<file path="src/hw/rtl/eopp_pkg.sv">
// ----------------------------------------------------------------------------
// eopp_pkg: shared types and constants of the escape orbit pixel plotter
// Controller states, the register map, the mapper result and fixed-point
// constants.
// ----------------------------------------------------------------------------
package eopp_pkg;

  localparam int unsigned FRAC = 28;

  // floor(6.05 * 2^56)
  localparam logic [63:0] ESC_LIMIT = (64'd121 << 54) / 64'd5;

  localparam logic [12:0] DIM_MAX = 13'd4096;

  typedef enum logic [0:0] {
    CFG_IMAGE_WIDTH  = 1'b0,
    CFG_IMAGE_HEIGHT = 1'b1
  } cfg_idx_e;

  typedef enum logic [2:0] {
    ST_IDLE,
    ST_MUL,
    ST_ADV,
    ST_RD,
    ST_MAP1,
    ST_MAP2,
    ST_EMIT,
    ST_SUM
  } state_e;

  typedef struct packed {
    logic        hit;
    logic [11:0] col;
    logic [11:0] row;
  } map_res_t;

endpackage

</file>
<file path="src/hw/rtl/eopp_pixel_map.sv">
// ----------------------------------------------------------------------------
// eopp_pixel_map: orbit point to pixel mapping
// Two register stages: scale by the image size, then divide by the
// constant denominators and check the image bounds.
// ----------------------------------------------------------------------------
module eopp_pixel_map (
  input  logic                  clk_i,
  input  logic signed [32:0]    re_i,
  input  logic signed [32:0]    im_i,
  input  logic [12:0]           width_i,
  input  logic [12:0]           height_i,
  output eopp_pkg::map_res_t    res_o
);
  import eopp_pkg::*;

  // 21 * 2^28 and 3 * 2^28
  localparam logic signed [37:0] RowOfs = 38'sd5637144576;
  localparam logic signed [37:0] ColOfs = 38'sd805306368;
  // ceil(2^22 / 15) and ceil(2^18 / 3)
  localparam logic [18:0] RecipRow = 19'd279621;
  localparam logic [16:0] RecipCol = 17'd87382;

  logic signed [37:0] nrow, ncol;
  logic signed [51:0] prow_d, pcol_d;
  logic signed [51:0] prow_q, pcol_q;
  logic [51:0]        arow, acol;
  logic [21:0]        vrow;
  logic [22:0]        vcol;
  logic [40:0]        mrow;
  logic [39:0]        mcol;
  logic [18:0]        qrow;
  logic [21:0]        qcol;
  logic               row_ok, col_ok;
  map_res_t           res_d, res_q;

  // Stage 1: scaled numerators
  always_comb begin
    nrow   = RowOfs - 38'(re_i) * 38'sd20;
    ncol   = ColOfs + (38'(im_i) <<< 1);
    prow_d = 52'(nrow) * 52'($signed({1'b0, height_i}));
    pcol_d = 52'(ncol) * 52'($signed({1'b0, width_i}));
  end

  always_ff @(posedge clk_i) begin
    prow_q <= prow_d;
    pcol_q <= pcol_d;
  end

  // Stage 2: truncating divide on the magnitude, then bounds check
  always_comb begin
    arow   = prow_q[51] ? 52'(-prow_q) : 52'(prow_q);
    acol   = pcol_q[51] ? 52'(-pcol_q) : 52'(pcol_q);
    vrow   = arow[51:30];
    vcol   = acol[51:29];
    mrow   = 41'(vrow) * 41'(RecipRow);
    mcol   = 40'(vcol) * 40'(RecipCol);
    qrow   = mrow[40:22];
    qcol   = mcol[39:18];
    row_ok = (!prow_q[51] || (qrow == 19'd0)) && (qrow < 19'(height_i));
    col_ok = (!pcol_q[51] || (qcol == 22'd0)) && (qcol < 22'(width_i));
    res_d.hit = row_ok && col_ok;
    res_d.row = qrow[11:0];
    res_d.col = qcol[11:0];
  end

  always_ff @(posedge clk_i) begin
    res_q <= res_d;
  end

  assign res_o = res_q;

endmodule
</file>
<file path="config.mk">
export PLATFORM = sky130hd
export DESIGN_NAME = eopp_pixel_map
export DESIGN_NICKNAME = d
export VERILOG_FILES = /design/src/hw/rtl/eopp_pkg.sv /design/src/hw/rtl/eopp_pixel_map.sv
export SDC_FILE = /design/constraint.sdc
export NUM_CORES = 2
export LEC_CHECK = 0
export ABC_CLOCK_PERIOD_IN_PS = 22300
export BUFFER_PORTS_ARGS = -buffer_cell sky130_fd_sc_hd__buf_2
export CORE_ASPECT_RATIO = 0.5
export CORE_MARGIN = 1
export CORE_UTILIZATION = 30
export CTS_CLUSTER_DIAMETER = 60
export DETAILED_ROUTE_END_ITERATION = 7
export PLACE_DENSITY = 0.44
export SLEW_MARGIN = 10
export SYNTH_ARGS = -nofsm -noshare
export SYNTH_HDL_FRONTEND = slang
export SYNTH_SLANG_ARGS = --single-unit
export TNS_END_PERCENT = 20
</file>
<file path="constraint.sdc">
create_clock -name clk_i -period 22.3 [get_ports clk_i]
set_clock_uncertainty 0.2 [all_clocks]
set_input_delay 2.23 -clock clk_i [delete_from_list [all_inputs] [get_ports clk_i]]
set_output_delay 2.23 -clock clk_i [all_outputs]
set_load 0.02 [all_outputs]
</file>
==> run summary <==
Routed WL - 129.3 mm
commonest non-fill, non-tap cell in the layout - inv_1
required time of the critical path - 22.50 ns
crit-path max FO - 13
Die W - 571.2 µm
first-pass GRT wire length - 214.7 mm
setup_tns - 0 ns
I/O Pins - 118
Max Cap Viol - 0
DR pass1 iterations - 5
Synth warnings - 0
Hold Path Cell Cnt - 4
Post-Syn Area - 48,590 µm²
clk sink count - 123
R2R depth - 43
Total GRT Usage - 0.1654
Post-DP HPWL - 108.2 mm
detailed router's first-iteration violation count - 1,525
CORE AREA - 159,300 µm²
status - finished clean
die height - 286.6 µm
Hold Path Sink - res_o[24]$_DFF_P_
compound-gate portion of the synthesized area - 0.08214
data arrival time of the worst path - 13.62 ns
Reg-to-Reg End - res_o[24]$_DFF_P_
most frequent cells in the layout - inv_1, fa_1, ha_1
Post-Synth Simple-Gate Area - 0.1477
CP Class - input port to register
Seq/Total Area, Yosys - 0.05067
routability cong. - 0.8501
layout overhead on the synthesized area - 7.199%
total number of vias - 35,450
port bufs - 117
CTS Buf Count - 17
final hold vios - 0
final setup violating endpoints - 0
# rows - 103
CP Capture Type - register
vias in the first global route - 39,610
worst hold path type - register to register
Mapped Avg Cell Area - 9.041 µm²
setup repair after global routing missed its margin - no
post-synthesis xor/xnor area fraction - 0.04146
min-delay src - pcol_q[48]$_DFF_P_
die footprint - 163,700 µm²
root buffer cell - clkbuf_16
EDFF count, synth - 0
Slew headroom - 0.1974
cells after synthesis - 5,375
Max stage delay on crit path - 0.76 ns
final worst path period share - 0.6018
Initial Util - 0.3051
Slowest-stage cell, CP - nor4b_1
Synth Area in Adders - 0.5722
antenna violations before repair - 4
clk slew on worst S/H paths - 0.08 ns
Post-DRT Antenna Nets - 0
Clock Latency Late Sink - 0.49 ns
# DRC - 0
Period minus WS final - 13.42 ns
Netlist cell types - 85
R2R Setup Slk - 9.68 ns
register bit count reported by yosys - 123
Critical path buffers and inverters - 7
vias per cell - 4.705
CTS tree - built
combinational family with the most area after synthesis - adder cells
CP Depth - 38
largest net degree at the start of global routing - 38
top_reg_cell synth - dfxtp_1
nets@finish - 7,078
PostCTS Resize Cnt - 0
worst slew pin tran - 1.200 ns
CTS max path bufs - 2
CTS H-tree depth - 4
reg2reg start - pcol_q[28]$_DFF_P_
mux share of post-synthesis cell area - 0.001030
crit start category - input port
fraction of final layout cells sized beyond drive strength 1 - 0.04182
# Post-CTS Setup Buffers - 0
hold bufs inserted after CTS - 0
Avg WL per Cell - 17.16 µm
Overflow after GRT - 0
Async S/R FF share, synth - 0
Max Fclk - 0.07451 GHz
Max Slew Vio Count - 0
cell family with most CP delay - compound AO/OA/AOI/OAI gates
[worst min-delay path, stage by stage, from the launching register on]
cell	delay, ns
dfxtp_1	0.87
a21oi_1	0.19
nand3_1	0.06
or4_1	0.10
nor4_1	0.04
[final cells by class]
class                           count  area, µm²
Fill cell                       16850     107200
Multi-Input combinational cell   3912      41180
Inverter                         1164       4369
Tap cell                         2152       2693
Sequential cell                   123       2462
Timing Repair Buffer              149      825.8
Clock buffer                       17      425.4
Clock inverter                     15      130.1
Antenna cell                        1      2.502
[per-layer routing]
metal	share of wire	GRT usage	wire length [µm]	up-vias
met2	0.49	0.2912	63040	544
met3	0.027	0.01528	3524	106
met1	0.47	0.2212	60820	18200
li1	-	-	-	16600
met4	0.015	0.03192	1896	0
met5	0	0	0	-
[cells in the mapped netlist (40+ instances only)]
library cell     n  area share
a21o_1          98       0.015
a21oi_1        157       0.016
and2_1         410       0.053
clkbuf_1       183       0.014
dfxtp_1        123       0.051
fa_1          1007        0.41
ha_1           611        0.16
inv_1         1163       0.090
nand2_1        557       0.043
nand2b_1        47      0.0061
nand3_1         42      0.0043
nor2_1         197       0.015
nor3_1          40      0.0041
o21ai_0        108       0.011
xnor2_1        174       0.031
xor2_1          56       0.010
[state kept, by name, indices dropped and copies added (netlist names)]
signal	count
pcol_q	48
res_o	25
prow_q	50
[stage by stage]
stage	instance area, µm²	hold WS (ns)	cells	worst slack (ns)	utilization
after floorplan	48640	0.4639	5388	10.07	-
after global placement	51530	1.110	7500	8.540	0.3235
after detailed placement	51530	1.125	7500	8.341	0.3235
after CTS	52080	1.137	7532	8.880	0.3270
after global routing	52090	1.235	7532	7.976	0.3270
final	52090	1.118	7533	8.880	0.3270
[cell families (layout without fill, tap and decap cells)]
logic type,after synthesis,count (layout)
adder cells (fa/ha/maj),1618,1618
AND/OR/NAND/NOR,1447,1447
buffers and inverters,1353,1345
AO/OA/AOI/OAI,597,597
XOR/XNOR,230,230
flip-flops,123,123
multiplexers,5,5
other,2,16
[how the worst max path moves through the flow]
stage	start	endpoint	slack (ns)
after floorplan	re_i[1]	prow_q[50]$_DFF_P_	10.07
after global placement	re_i[1]	prow_q[50]$_DFF_P_	8.54
after detailed placement	re_i[2]	prow_q[51]$_DFF_P_	8.34
after CTS	re_i[2]	prow_q[51]$_DFF_P_	8.88
after global routing	re_i[2]	prow_q[51]$_DFF_P_	7.98
final	re_i[2]	prow_q[51]$_DFF_P_	8.88
Power is not shown: default switching activity piles up to over one toggle a cycle in this logic, so the estimate is an artifact.
